===== src/rtl/core/assert_macros.svh =====
// ----------------------------------------------------------------------------
// Assertion macros
// Shared concurrent assertion forms; each expects clk and rst_n in scope.
// ----------------------------------------------------------------------------
`ifndef ASSERT_MACROS_SVH
`define ASSERT_MACROS_SVH

// Check that a property holds at every rising clock edge out of reset.
`define SHBF_ASSERT(lbl, prop) \
  lbl: assert property (@(posedge clk) disable iff (!rst_n) (prop)) \
    else $error("%m: property failed");

// Check that a condition never occurs out of reset.
`define SHBF_NEVER(lbl, cond) \
  lbl: assert property (@(posedge clk) disable iff (!rst_n) !(cond)) \
    else $error("%m: forbidden condition seen");

`endif


===== src/rtl/core/shbf_pkg.sv =====
// ----------------------------------------------------------------------------
// shbf_pkg
// Types and constants shared by the string hash bitmap filter.
// ----------------------------------------------------------------------------
package shbf_pkg;

  // Table size in entries; a power of two, so the bucket is a low-bit mask.
  localparam int unsigned TABLE_BITS = 65536;
  localparam int unsigned IDX_W      = $clog2(TABLE_BITS);

  // Bitmap storage: one memory row holds WORD_W table bits.
  localparam int unsigned WORD_W     = 64;
  localparam int unsigned BIT_W      = $clog2(WORD_W);
  localparam int unsigned ROWS       = TABLE_BITS / WORD_W;
  localparam int unsigned ROW_W      = IDX_W - BIT_W;

  localparam int unsigned HASH_W     = 32;
  localparam int unsigned CHAR_W     = 8;
  localparam int unsigned BUCKET_W   = 16;

  // Result queue.
  localparam int unsigned FIFO_DEPTH = 4;
  localparam int unsigned FIFO_PTR_W = $clog2(FIFO_DEPTH);
  localparam int unsigned FIFO_CNT_W = $clog2(FIFO_DEPTH + 1);

  // Request type codes.
  localparam logic REQ_QUERY  = 1'b0;
  localparam logic REQ_RECORD = 1'b1;

  typedef struct packed {
    logic              req_type;
    logic [CHAR_W-1:0] char_in;
  } in_req_t;

  typedef struct packed {
    logic                was_set;
    logic [BUCKET_W-1:0] bucket;
  } out_rsp_t;

  // Lookup request from the hash stage to the bitmap stage.
  typedef struct packed {
    logic             vld;
    logic             record;
    logic [IDX_W-1:0] idx;
  } lkp_req_t;

  // Bitmap stage status toward the top level.
  typedef struct packed {
    logic busy;
    logic s1_vld;
  } bm_stat_t;

endpackage


===== src/rtl/core/shbf_fifo.sv =====
// ----------------------------------------------------------------------------
// shbf_fifo
// Small result queue decoupling the lookup stage from the output stall.
// ----------------------------------------------------------------------------
`include "assert_macros.svh"

module shbf_fifo (
  input  logic                                clk,
  input  logic                                rst_n,
  input  logic                                push,
  input  shbf_pkg::out_rsp_t                  push_data,
  input  logic                                pop,
  output logic                                not_empty,
  output shbf_pkg::out_rsp_t                  head,
  output logic [shbf_pkg::FIFO_CNT_W-1:0]     count
);
  import shbf_pkg::*;

  out_rsp_t              entry_r [FIFO_DEPTH];
  logic [FIFO_PTR_W-1:0] wr_ptr_r, rd_ptr_r;
  logic [FIFO_CNT_W-1:0] cnt_r, cnt_nxt;

  always_comb begin
    cnt_nxt = cnt_r;
    if (push && !pop) begin
      cnt_nxt = cnt_r + 1'b1;
    end else if (pop && !push) begin
      cnt_nxt = cnt_r - 1'b1;
    end
  end

  always_ff @(posedge clk) begin
    if (!rst_n) begin
      wr_ptr_r <= '0;
      rd_ptr_r <= '0;
      cnt_r    <= '0;
    end else begin
      if (push) begin
        wr_ptr_r <= wr_ptr_r + 1'b1;
      end
      if (pop) begin
        rd_ptr_r <= rd_ptr_r + 1'b1;
      end
      cnt_r <= cnt_nxt;
    end
  end

  always_ff @(posedge clk) begin
    if (push) begin
      entry_r[wr_ptr_r] <= push_data;
    end
  end

  assign not_empty = (cnt_r != '0);
  assign head      = entry_r[rd_ptr_r];
  assign count     = cnt_r;

  `SHBF_NEVER(a_push_when_full, push && !pop && (cnt_r == FIFO_CNT_W'(FIFO_DEPTH)))
  `SHBF_ASSERT(a_pop_drains, (pop && !push) |=> (cnt_r == $past(cnt_r) - 1'b1))

endmodule


===== config.mk =====
export PLATFORM = sky130hd
export DESIGN_NAME = shbf_fifo
export DESIGN_NICKNAME = d
export VERILOG_FILES = /design/src/rtl/core/shbf_pkg.sv /design/src/rtl/core/shbf_fifo.sv
export VERILOG_INCLUDE_DIRS = /design/src /design/src/rtl/core
export SDC_FILE = /design/constraint.sdc
export NUM_CORES = 1
export LEC_CHECK = 0
export BUFFER_PORTS_ARGS = -buffer_cell sky130_fd_sc_hd__buf_2
export CORE_MARGIN = 1.5
export CORE_UTILIZATION = 50
export DETAILED_ROUTE_END_ITERATION = 6
export PLACE_DENSITY_LB_ADDON = 0.12
export SYNTH_ARGS = -nofsm -noshare
export SYNTH_HDL_FRONTEND = slang
export SYNTH_SLANG_ARGS = --single-unit

===== constraint.sdc =====
create_clock -name clk -period 1.5 [get_ports clk]
set_input_delay 0.3 -clock clk [delete_from_list [all_inputs] [get_ports clk]]
set_output_delay 0.3 -clock clk [all_outputs]
set_load 0.05 [all_outputs]

==> results.py <==
metrics = {
    "floorplan": {
        "io_pins": 42,
        "die_area_mm2": 0.00633,
        "start_util_pct": 52.6,
        "core_mm2": 0.00557,
        "rows": 27,
        "die_w_um": 79.6,
        "dieHeight_um": 79.6,
    },
    "timing": {
        "period_needed_ns": 1.87,
        "slew-limit-headroom_pct": 82.3,
        "finalMaxSlewViolations": 0,
        "max_slew.worst_pin.slew_ns": 0.265,
        "rsz0062_at_grt": "true",
        "fmax_mhz": 535,
        "finalSetupViolCount": 18,
        "setup_ws_ns": -0.370,
        "holdWs_ns": 0.180,
        "fin_crit_sh_pct": 125,
        "hold_violations": 0,
        "fin_skew_ns": 0.00516,
    },
    "min_path": {
        "hold_start": "push_data[5]",
        "hold_class": "in2reg",
        "hold-path-cell-count": 1,
    },
    "yosys": {
        "syn-num-nets": 158,
        "synth.area.mux_share_pct": 14.6,
        "synth-main-ff-cell": "edfxtp_1",
        "synthTopCellsByArea": "edfxtp_1, mux4_2, mux4_1",
        "synthArstFlopShare_pct": 0,
        "synthSimpleGateAreaFrac_pct": 2.90,
        "synth_area_per_cell_um2": 22.4,
        "ys_types": 19,
        "seq_area_frac_synth_pct": 75.8,
        "yosys_warnings": 0,
        "synth_top_area_cell": "edfxtp_1",
        "yosysMostFrequentCell": "edfxtp_1",
        "synth_fa_ha_area_share_pct": 2.82,
        "synth-compound-area-share_pct": 0.427,
        "synth_xor_xnor_area_share_pct": 1.49,
        "synthTopCellsByCount": "edfxtp_1, mux4_2, and2_1, dfxtp_1, mux4_1",
        "synth_edf_count": 68,
        "synth_top_family_by_area": "multiplexers",
        "syn_inst": 131,
        "yosys.area.top_type_share_pct": 69.7,
        "synth_seq_cells": 77,
        "netlist_area_mm2": 0.00293,
    },
    "detailed_routing": {
        "viasPerCell": 5.23,
        "routed_wl_um": 4810,
        "num_vias": 1407,
        "postRouteAntennaNets": 0,
        "drcViolationCount": 0,
        "drt_pass1_iterations": 4,
        "wl_per_cell_um": 17.9,
        "drt_iter0_markers": 50,
    },
    "critical_path": {
        "required_ns": 1.20,
        "worst-path-max-fanout": 6,
        "start_kind": "flop",
        "worst-path-stages": 3,
        "crit_chain": "buf_8, mux4_2, buf_6",
        "crit_type": "reg2out",
        "regToRegStartpoint": "count[0]",
        "max_stage_delay_ns": 0.52,
        "crit_buf_inv": 2,
        "critical-path-slowest-cell": "mux4_2",
        "end_kind": "primary output",
        "ff2ff_path_depth": 5,
        "worstPathArrival_ns": 1.57,
        "cp_top_family": "multiplexers",
    },
    "placed_design": {
        "port_buffers": 41,
        "place_congestion": 0.663,
        "dpl-instance-area_mm2": 0.00332,
        "dp_slack_ns": -0.172,
        "place_hpwl_um": 3040,
    },
    "clocking": {
        "cts_buffer_depth": 2,
        "cts_tree": "yes",
        "h-tree-depth": 3,
        "cts_buffers": 9,
        "path_clk_slew_ns": 0.07,
        "cts.sinks": 77,
        "cts-root-buf": "clkbuf_8",
        "clock_latency_ns": 0.33,
    },
    "power": {
        "p_sw_uw": 1280,
        "pwr-share-seq_pct": 49.4,
        "p_per_area_mw_per_mm2": 1380,
        "pwr-share-comb_pct": 20.1,
        "pwr-share-clk_pct": 30.5,
        "cellLeakagePower_uw": 0.00132,
        "switching_share_pct": 25.2,
        "ir_drop_v": 0.000729,
        "p_int_uw": 3790,
    },
    "global_routing": {
        "grt_pass1_wl_um": 7700,
        "grt_remaining_overflow": 0,
        "grtUsageTotal_pct": 17.6,
        "grt_pass1_vias": 1603,
        "antenna_found_initial": 0,
        "grt_max_degree": 18,
    },
    "cells_and_area": {
        "n_antenna_cell": 0,
        "final_area_mm2": 0.00367,
        "drive_gt1_share_pct": 46.2,
        "num-nets-final": 222,
        "area_growth_pct": 25.4,
    },
    "outcome": {
        "status": "finished with violations",
        "violations": "setup timing",
    },
    "job": {
        "drv_cap": 0,
    },
}
-- cell usage in the layout (no fill, tap or decap), types with 2 or more instances in the layout --
| cell type | n |
|---|---|
| and2_1 | 9 |
| buf_12 | 3 |
| buf_2 | 23 |
| buf_4 | 11 |
| buf_6 | 16 |
| buf_8 | 3 |
| bufinv_16 | 2 |
| clkbuf_8 | 9 |
| dfxtp_1 | 6 |
| dfxtp_4 | 2 |
| edfxtp_1 | 68 |
| ha_1 | 4 |
| inv_1 | 4 |
| mux2i_1 | 2 |
| mux4_2 | 17 |
| nor2b_1 | 2 |
| xnor2_1 | 2 |
| xor2_1 | 3 |
-- power by group through the flow --
stage	clock (uW)	combinational (uW)	sequential (uW)
floorplan	0	569	2590
global placement	0	815	2540
detailed placement	0	828	2550
CTS	1580	1030	2500
global route	1660	1070	2510
finish	1550	1020	2500
-- logic make-up (layout without fill, tap and decap cells) --
family,after synthesis,count (layout)
XOR/XNOR,5,5
adder cells (fa/ha/maj),6,6
multiplexers,19,19
buffers and inverters,8,74
AO/OA/AOI/OAI,2,2
flip-flops,77,77
AND/OR/NAND/NOR,14,14
-- sequential cells by signal, indices dropped and copies added, names as in the netlist, named ones only --
signal    cells
rd_ptr_r      2
entry_r      68
wr_ptr_r      2
count         3
-- cell type report --
| type | count | area [um2] |
|---|---|---|
| Multi-Input combinational cell | 46 | 637 |
| Tap cell | 72 | 90.1 |
| Clock buffer | 10 | 128 |
| Timing Repair Buffer | 57 | 510 |
| Fill cell | 385 | 1900 |
| Sequential cell | 77 | 2230 |
| Clock inverter | 3 | 63.8 |
| Inverter | 4 | 15.0 |
-- layer usage --
metal | up-vias | global-route usage, % | part of all wire, %
met4 | 0 | 8.95 | 1.4
met1 | 718 | 20.3 | 39
met3 | 6 | 5.60 | 4.4
met5 | - | 0 | 0
li1 | 648 | - | -
met2 | 35 | 29.6 | 55
-- stage by stage --
step	instances	utilization (%)	TNS, ns	power (uW)
4_1_cts	269	65.9	-6.50	5110
3_5_place_dp	253	59.5	-1.05	3380
6_report	269	65.9	-5.95	5070
5_1_grt	269	65.9	-7.02	5250
2_1_floorplan	131	-	-0.548	3160
3_3_place_gp	253	59.5	-0.910	3350
-- worst paths after layout --
| kind | endpoint | slack, ns |
|---|---|---|
| worst max-delay path | head[0] | -0.37 |
| worst min-delay path | entry_r[0][5] | 0.18 |
| worst max register to register | count[2] | 0.01 |
| worst min register to register | count[2] | 0.53 |
-- timing repair --
action	CTS	global route
endpoints found under the hold margin	0	0
gates resized for setup	51	0
pin swaps	1	0
cloned	1	0
endpoints found under the setup margin	18	19
buffers inserted	2	0
hold buffers	0	0
No activity file was read; power rests on OpenSTA's default activity.
