--- config.mk ---
export PLATFORM = sky130hd
export DESIGN_NAME = shbf_hash
export DESIGN_NICKNAME = d
export VERILOG_FILES = /design/src/rtl/core/assert_macros.svh /design/src/rtl/core/shbf_pkg.sv /design/src/rtl/core/shbf_hash.sv
export SDC_FILE = /design/constraint.sdc
export NUM_CORES = 1
export LEC_CHECK = 0
export ABC_CLOCK_PERIOD_IN_PS = 4200
export BUFFER_PORTS_ARGS = -buffer_cell sky130_fd_sc_hd__buf_4
export CELL_PAD_IN_SITES_DETAIL_PLACEMENT = 0
export CELL_PAD_IN_SITES_GLOBAL_PLACEMENT = 1
export CORE_ASPECT_RATIO = 1.1
export CORE_UTILIZATION = 43
export CTS_CLUSTER_DIAMETER = 120
export DETAILED_ROUTE_END_ITERATION = 6
export PLACE_DENSITY = 0.87
export SETUP_SLACK_MARGIN = 0.15
export SKIP_LAST_GASP = 1
export SYNTH_ARGS = -nofsm -noshare
export SYNTH_HDL_FRONTEND = slang
export SYNTH_SLANG_ARGS = --single-unit
--- constraint.sdc ---
create_clock -name clk -period 4.2 [get_ports clk]
set_input_delay 0.42 -clock clk [delete_from_list [all_inputs] [get_ports clk]]
set_output_delay 0.42 -clock clk [all_outputs]
set_load 0.05 [all_outputs]
--- src/rtl/core/assert_macros.svh ---
// ----------------------------------------------------------------------------
// Assertion macros
// Shared concurrent assertion forms; each expects clk and rst_n in scope.
// ----------------------------------------------------------------------------
`ifndef ASSERT_MACROS_SVH
`define ASSERT_MACROS_SVH

// Check that a property holds at every rising clock edge out of reset.
`define SHBF_ASSERT(lbl, prop) \
  lbl: assert property (@(posedge clk) disable iff (!rst_n) (prop)) \
    else $error("%m: property failed");

// Check that a condition never occurs out of reset.
`define SHBF_NEVER(lbl, cond) \
  lbl: assert property (@(posedge clk) disable iff (!rst_n) !(cond)) \
    else $error("%m: forbidden condition seen");

`endif

--- src/rtl/core/shbf_pkg.sv ---
// ----------------------------------------------------------------------------
// shbf_pkg
// Types and constants shared by the string hash bitmap filter.
// ----------------------------------------------------------------------------
package shbf_pkg;

  // Table size in entries; a power of two, so the bucket is a low-bit mask.
  localparam int unsigned TABLE_BITS = 65536;
  localparam int unsigned IDX_W      = $clog2(TABLE_BITS);

  // Bitmap storage: one memory row holds WORD_W table bits.
  localparam int unsigned WORD_W     = 64;
  localparam int unsigned BIT_W      = $clog2(WORD_W);
  localparam int unsigned ROWS       = TABLE_BITS / WORD_W;
  localparam int unsigned ROW_W      = IDX_W - BIT_W;

  localparam int unsigned HASH_W     = 32;
  localparam int unsigned CHAR_W     = 8;
  localparam int unsigned BUCKET_W   = 16;

  // Result queue.
  localparam int unsigned FIFO_DEPTH = 4;
  localparam int unsigned FIFO_PTR_W = $clog2(FIFO_DEPTH);
  localparam int unsigned FIFO_CNT_W = $clog2(FIFO_DEPTH + 1);

  // Request type codes.
  localparam logic REQ_QUERY  = 1'b0;
  localparam logic REQ_RECORD = 1'b1;

  typedef struct packed {
    logic              req_type;
    logic [CHAR_W-1:0] char_in;
  } in_req_t;

  typedef struct packed {
    logic                was_set;
    logic [BUCKET_W-1:0] bucket;
  } out_rsp_t;

  // Lookup request from the hash stage to the bitmap stage.
  typedef struct packed {
    logic             vld;
    logic             record;
    logic [IDX_W-1:0] idx;
  } lkp_req_t;

  // Bitmap stage status toward the top level.
  typedef struct packed {
    logic busy;
    logic s1_vld;
  } bm_stat_t;

endpackage

--- src/rtl/core/shbf_hash.sv ---
// ----------------------------------------------------------------------------
// shbf_hash
// Name accumulator: folds bytes, issues a lookup on the terminating zero.
// ----------------------------------------------------------------------------
module shbf_hash (
  input  logic              clk,
  input  logic              rst_n,
  input  logic              accept,
  input  shbf_pkg::in_req_t in_data,
  output shbf_pkg::lkp_req_t lkp
);
  import shbf_pkg::*;

  logic [HASH_W-1:0] acc_r;
  logic [HASH_W-1:0] acc_nxt;
  logic [HASH_W-1:0] sext;
  logic              term;

  assign term = (in_data.char_in == '0);
  assign sext = {{(HASH_W-CHAR_W){in_data.char_in[CHAR_W-1]}}, in_data.char_in};

  // 37*h + s as shift-add, wrapping at 32 bits
  always_comb begin
    acc_nxt = acc_r;
    if (accept) begin
      if (term) begin
        acc_nxt = '0;
      end else begin
        acc_nxt = (acc_r << 5) + (acc_r << 2) + acc_r + sext;
      end
    end
  end

  always_ff @(posedge clk) begin
    if (!rst_n) begin
      acc_r <= '0;
    end else begin
      acc_r <= acc_nxt;
    end
  end

  assign lkp.vld    = accept && term;
  assign lkp.record = (in_data.req_type == REQ_RECORD);
  assign lkp.idx    = acc_r[IDX_W-1:0];

endmodule

==> results of run 1 <==
-- cells by family (layout without fill, tap and decap cells) --
family / after synthesis / in the layout / synth area share [%]
AO/OA/AOI/OAI: 45 / 45 / 16.0
XOR/XNOR: 17 / 17 / 7.91
adder cells (fa/ha/maj): 43 / 43 / 38.2
buffers and inverters: 53 / 79 / 10.8
flip-flops: 16 / 16 / 17.0
AND/OR/NAND/NOR: 36 / 36 / 10.1
-- cell type report --
type                       count  area [sq um]
fill                         400          1910
multi-input combinational    141          1360
sequential                    16           320
timing repair buffer          27           203
inverter                      49           184
tap                           52          65.1
clock buffer                   3          41.3
-- critical path: stages --
cell and delay (ps):
buf_4 130, inv_1 370, fa_1 510, fa_1 530
inv_1 40, ha_1 360, a21oi_1 280, o21a_2 190
o31ai_2 90, o31ai_2 240, xnor2_1 150, o21ai_1 80
-- metrics by stage --
stage / instances / worst slack, ps / instance area, sq um
floorplan: 210 / 901 / 1880
global placement: 285 / 687 / 2130
detailed placement: 285 / 670 / 2130
CTS: 288 / 923 / 2170
global route: 288 / 798 / 2170
finish: 288 / 960 / 2170
-- layer usage --
layer / GRT usage [%] / part of all wire, % / vias to the layer above / routed length [um]
li1: - / - / 726 / -
met1: 24.4 / 44 / 717 / 1730
met2: 34.1 / 52 / 31 / 2060
met3: 3.34 / 3.7 / 5 / 145
met4: 2.42 / 0.78 / 0 / 31
met5: 0 / 0 / - / 0
-- cells in the final DEF (no fill, tap or decap), drive strengths merged --
master	Yosys	routed
xor2	5	5
clkbuf	3	3
nor2	1	1
a21o	6	6
nand4	2	2
o21a	2	2
nand2	14	14
nor4	2	2
o31ai	2	2
nand3	1	1
fa	24	24
o21ai	11	11
and3b	1	1
a31oi	3	3
buf	1	27
nand2b	2	2
and2	7	7
o22ai	7	7
xnor2	12	12
o21bai	1	1
dfxtp	16	16
ha	19	19
inv	49	49
nor2b	6	6
a21oi	10	10
a22oi	3	3
-- worst min path at each step --
stage | start | endpoint | cells after the start
6_report | rst_n | acc_r[9]$_SDFFE_PN0P_ | 2
5_1_grt | rst_n | acc_r[9]$_SDFFE_PN0P_ | 2
4_1_cts | rst_n | acc_r[6]$_SDFFE_PN0P_ | 2
3_3_place_gp | acc_r[11]$_SDFFE_PN0P_ | acc_r[11]$_SDFFE_PN0P_ | 2
2_1_floorplan | rst_n | acc_r[15]$_SDFFE_PN0P_ | 2
3_5_place_dp | acc_r[11]$_SDFFE_PN0P_ | acc_r[11]$_SDFFE_PN0P_ | 2
==> results by group, run 1 <==
Status
  – Status: finished, final reports clean

Clock network
  – Root buffer cell: clkbuf_8
  – Clock Path Buffers: 2
  – CTS Buf Count: 3
  – Post-CTS setup buffers: 0
  – CTS resizes: 0
  – Cts hold-fix bufs: 0
  – H-tree Lvls: 1
  – Worst-Skew Late Latency: 250 ps
  – Worst-path clk slew: 70 ps
  – Clk sinks: 16
  – CTS tree: done

Yosys
  – Primary FF master, synth: dfxtp_1
  – Post-Syn Nets: 265
  – Library cells used by synthesis: 29
  – Mapped Area: 1880 sq um
  – Synth top cells by count: inv_1, fa_1, ha_1, dfxtp_1, nand2_1
  – Avg Inst Size Synth: 8.96 sq um
  – Number of synthesized flops with an enable pin: 0
  – Yosys top cell by area: fa_1
  – YS warnings: 0
  – Top-area cell type share of the netlist area: 25.5%
  – Synth top area cells: fa_1, dfxtp_1, ha_1
  – Count leader, synth: inv_1
  – Asr flop ratio synth: 0%
  – Cells after Synth: 210
  – Seq/Total Area, Yosys: 17.0%
  – FF+latch count, synth: 16

STA
  – Final Hold Viols: 0
  – Unrepaired setup endpoints after global routing: no
  – Max Fclk: 0.309 GHz
  – Final Critical Period: 3240 ps
  – Setup Total Neg Slack: 0 ps
  – Slew Viols, Final: 0
  – Worst-margin pin slew: 498 ps
  – Final setup viols: 0
  – Hold slack: 471 ps
  – Slew headroom: 66.8%
  – Worst Skew: 0.863 ps
  – Period utilization: 77.1%

Worst setup path
  – Req. time, crit path: 4330 ps
  – Worst Path Arrival: 3370 ps
  – Max FO, Critical Path: 8
  – CP startpoint: in_data[7]
  – Startpoint Class: primary input
  – Nature of the critical path endpoint: flip-flop
  – Worst R2R Setup Slack: 1030 ps
  – FF-to-FF path depth: 11
  – Kind of critical path: in -> reg
  – Worst r2r src: acc_r[1]$_SDFFE_PN0P_
  – RR Endpoint: acc_r[15]$_SDFFE_PN0P_
  – Critical path capture point: acc_r[15]$_SDFFE_PN0P_

Routing
  – # DRC: 0
  – Routed len/inst: 13.8 um
  – WL final: 3960 um
  – Vias: 1479
  – Final ANT Viol Nets: 0
  – Drt pass-1 iters: 4
  – Vias/cell: 5.14
  – DRT iter0 DRCs: 44

Floorplan
  – Die Span Y: 71.4 um
  – Core footprint: 4080 sq um
  – Ports: 30
  – Die span in x: 65.1 um
  – Placement row count: 24
  – Total die area: 4650 sq um
  – Initial Util: 46.1%

Worst hold path
  – Min-Delay Path Class: in -> reg

Global routing
  – Number of global-route vias before repair: 1477
  – Largest net degree at the start of global routing: 13
  – Initial antenna violation count: 0
  – Total Routing Usage GR: 19.0%
  – GRT overflow: 0
  – First-pass GRT wire length: 6800 um

Finish
  – Area growth, synth to finish: 15.4%
  – Most flop-heavy register: acc_r
  – Share of cells above drive strength 1: 16.5%
  – Util after Layout: 53.2%
  – Largest registers: acc_r x16
  – NumNets Final: 293
  – Number of antenna diodes: 0
  – Number of flip-flops in the largest register: 16

Place
  – Routability Congestion: 0.821
  – Final HPWL from detailed placement: 3450 um
  – PortBufs: 27

Job
  – # Max-Cap Violations: 0
Power of run 1 is not shown: default switching activity piles up to over one toggle a cycle in this logic, so the estimate is an artifact.
==> run 2, diff against run 1 <==
--- a/config.mk
+++ b/config.mk
@@ -5,7 +5,7 @@
 export SDC_FILE = /design/constraint.sdc
 export NUM_CORES = 1
 export LEC_CHECK = 0
-export ABC_CLOCK_PERIOD_IN_PS = 4200
+export ABC_CLOCK_PERIOD_IN_PS = 3000
 export BUFFER_PORTS_ARGS = -buffer_cell sky130_fd_sc_hd__buf_4
 export CELL_PAD_IN_SITES_DETAIL_PLACEMENT = 0
 export CELL_PAD_IN_SITES_GLOBAL_PLACEMENT = 1
==> constraint.sdc (replaced) <==
create_clock -name clk -period 3 [get_ports clk]
set_input_delay 0.3 -clock clk [delete_from_list [all_inputs] [get_ports clk]]
set_output_delay 0.3 -clock clk [all_outputs]
set_load 0.05 [all_outputs]
==> run 2 against run 1 <==
  * Clock skew up 1.2 ps
  * Setup slack got worse by 860 ps
  * Register-to-register slack lost 930 ps
  * Design area rose by 19%
  * Critical endpoint is now acc_r[12]$_SDFFE_PN0P_
  * Flip-flop and latch count stayed put
  * Sequential share of layout area shrank 0.67 points
  * Final cell count is 8.7% higher
  * Global-route usage increased by 3.3 points
  * Die area is the same
  * First-iteration DRC count up 16%
==> results by group, run 2 (synthesis gave the netlist of run 1 again) <==
STA
  – Worst Skew: 2.04 ps
  – Final Hold Viols: 0
  – Max Fclk: 0.344 GHz
  – Unrepaired setup endpoints after global routing: yes
  – Slew headroom: 68.3%
  – Final setup viols: 0
  – Hold slack: 331 ps
  – Slew Viols, Final: 0
  – Period utilization: 96.8%
  – Worst-margin pin slew: 475 ps
  – Final Critical Period: 2900 ps

Worst setup path
  – Slowest cell on crit path: fa_1
  – Startpoint Class: flip-flop
  – Crit-path cells: inv_6 -> fa_1 -> inv_1 -> ha_1 -> ha_2 -> inv_2 -> fa_2 -> nor2b_2 -> o21ai_2 -> o21ai_2 -> a31oi_4 -> o21bai_1 -> xnor2_1 -> o21ai_1
  – Top delay family on crit path: adder cells
  – Req. time, crit path: 3150 ps
  – Buf/Inv on CP: 3
  – Kind of critical path: reg -> reg
  – Max stage delay on crit path: 490 ps
  – CP startpoint: acc_r[2]$_SDFFE_PN0P_
  – Max FO, Critical Path: 3
  – Worst r2r src: acc_r[2]$_SDFFE_PN0P_
  – Most frequent CP cell: o21ai_2
  – Nature of the critical path endpoint: flip-flop
  – Worst Path Arrival: 3060 ps

Clock network
  – CTS tree: done
  – Worst-Skew Late Latency: 260 ps
  – H-tree Lvls: 1
  – Root buffer cell: clkbuf_8
  – CTS Buf Count: 3
  – Worst-path clk slew: 70 ps
  – Clk sinks: 16
  – Clock Path Buffers: 2

Floorplan
  – Die Span Y: 71.4 um
  – Die span in x: 65.1 um
  – Core footprint: 4080 sq um
  – Ports: 30
  – Total die area: 4650 sq um
  – Initial Util: 46.1%
  – Placement row count: 24

Finish
  – NumNets Final: 317
  – Largest registers: acc_r x16
  – Commonest non-fill, non-tap cell in the layout: buf_4
  – Number of flip-flops in the largest register: 16
  – Number of antenna diodes: 0
  – Most frequent cells in the layout: buf_4, inv_1, fa_1, nand2_1, ha_1
  – Area of the multi-input gates: 1520 sq um
  – Area growth, synth to finish: 37.0%
  – Seq. cell area: 363 sq um
  – # fillers: 367
  – Share of cells above drive strength 1: 40.6%
  – Most flop-heavy register: acc_r

Routing
  – Vias/cell: 5.14
  – Vias: 1608
  – Drt pass-1 iters: 4
  – Final ANT Viol Nets: 0
  – # DRC: 0
  – DRT iter0 DRCs: 51
  – WL final: 4660 um
  – Routed len/inst: 14.9 um

Worst hold path
  – Min-Delay Path Class: in -> reg
  – Hold path start: rst_n

Global routing
  – Number of global-route vias before repair: 1696
  – Largest net degree at the start of global routing: 13
  – Initial antenna violation count: 0
  – Total Routing Usage GR: 22.4%
  – GRT overflow: 0
  – First-pass GRT wire length: 7760 um

Place
  – PortBufs: 27
  – Final HPWL from detailed placement: 3650 um
  – Routability Congestion: 0.827

Job
  – # Max-Cap Violations: 0

Status
  – Status: finished, final reports clean
-- run 2: cell type report --
cell class                      count  area share, %
Tap cell                           52           2.52
Multi-Input combinational cell    141           58.8
Sequential cell                    16           14.1
Timing Repair Buffer               51           15.0
Clock inverter                      1          0.146
Clock buffer                        3           1.60
Inverter                           49           7.86
-- run 2: stage by stage --
step	area [sq um]	instances	util (%)	setup WS, ps	TNS [ps]
2_1_floorplan	1990	210	-	125	0
3_3_place_gp	2340	299	57.2	-124	-172
3_5_place_dp	2340	299	57.2	-144	-348
4_1_cts	2520	309	61.6	77.9	0
5_1_grt	2580	313	63.1	-74.2	-118
6_report	2580	313	63.1	96.6	0
-- run 2: path summary, 6_finish.rpt --
path / slack, ps / end / cells after the start
hold reg to reg: 450 / acc_r[11]$_SDFFE_PN0P_ / 2
setup / recovery: 100 / acc_r[12]$_SDFFE_PN0P_ / 14
setup reg to reg: 100 / acc_r[12]$_SDFFE_PN0P_ / 14
hold / removal: 330 / acc_r[7]$_SDFFE_PN0P_ / 2
-- run 2: worst register-to-register path: cells and delay by family, from the launching register on --
family	cells	cell delay, ps
AND/OR/NAND/NOR	1	140
adder cells (fa/ha/maj)	4	1330
XOR/XNOR	1	130
buffers and inverters	3	120
AO/OA/AOI/OAI	5	680
flip-flops	1	380
-- run 2: metal layers --
layer	part of all wire [%]	vias to the layer above	GRT usage [%]	routed length [um]
met2	53	37	41.7	2490
met1	41	788	26.5	1910
met3	3.6	7	3.66	169
met5	0	-	0	0
met4	1.8	0	5.31	85
li1	-	776	-	-
-- run 2: repair_timing --
action                                  CTS  global route
pin swaps                                14            17
endpoints found under the hold margin     0             0
hold buffers                              0             0
buffers inserted                          6             4
resized for setup                        17             8
endpoints found under the setup margin    7             9
Power of run 2 is left out for the same reason.
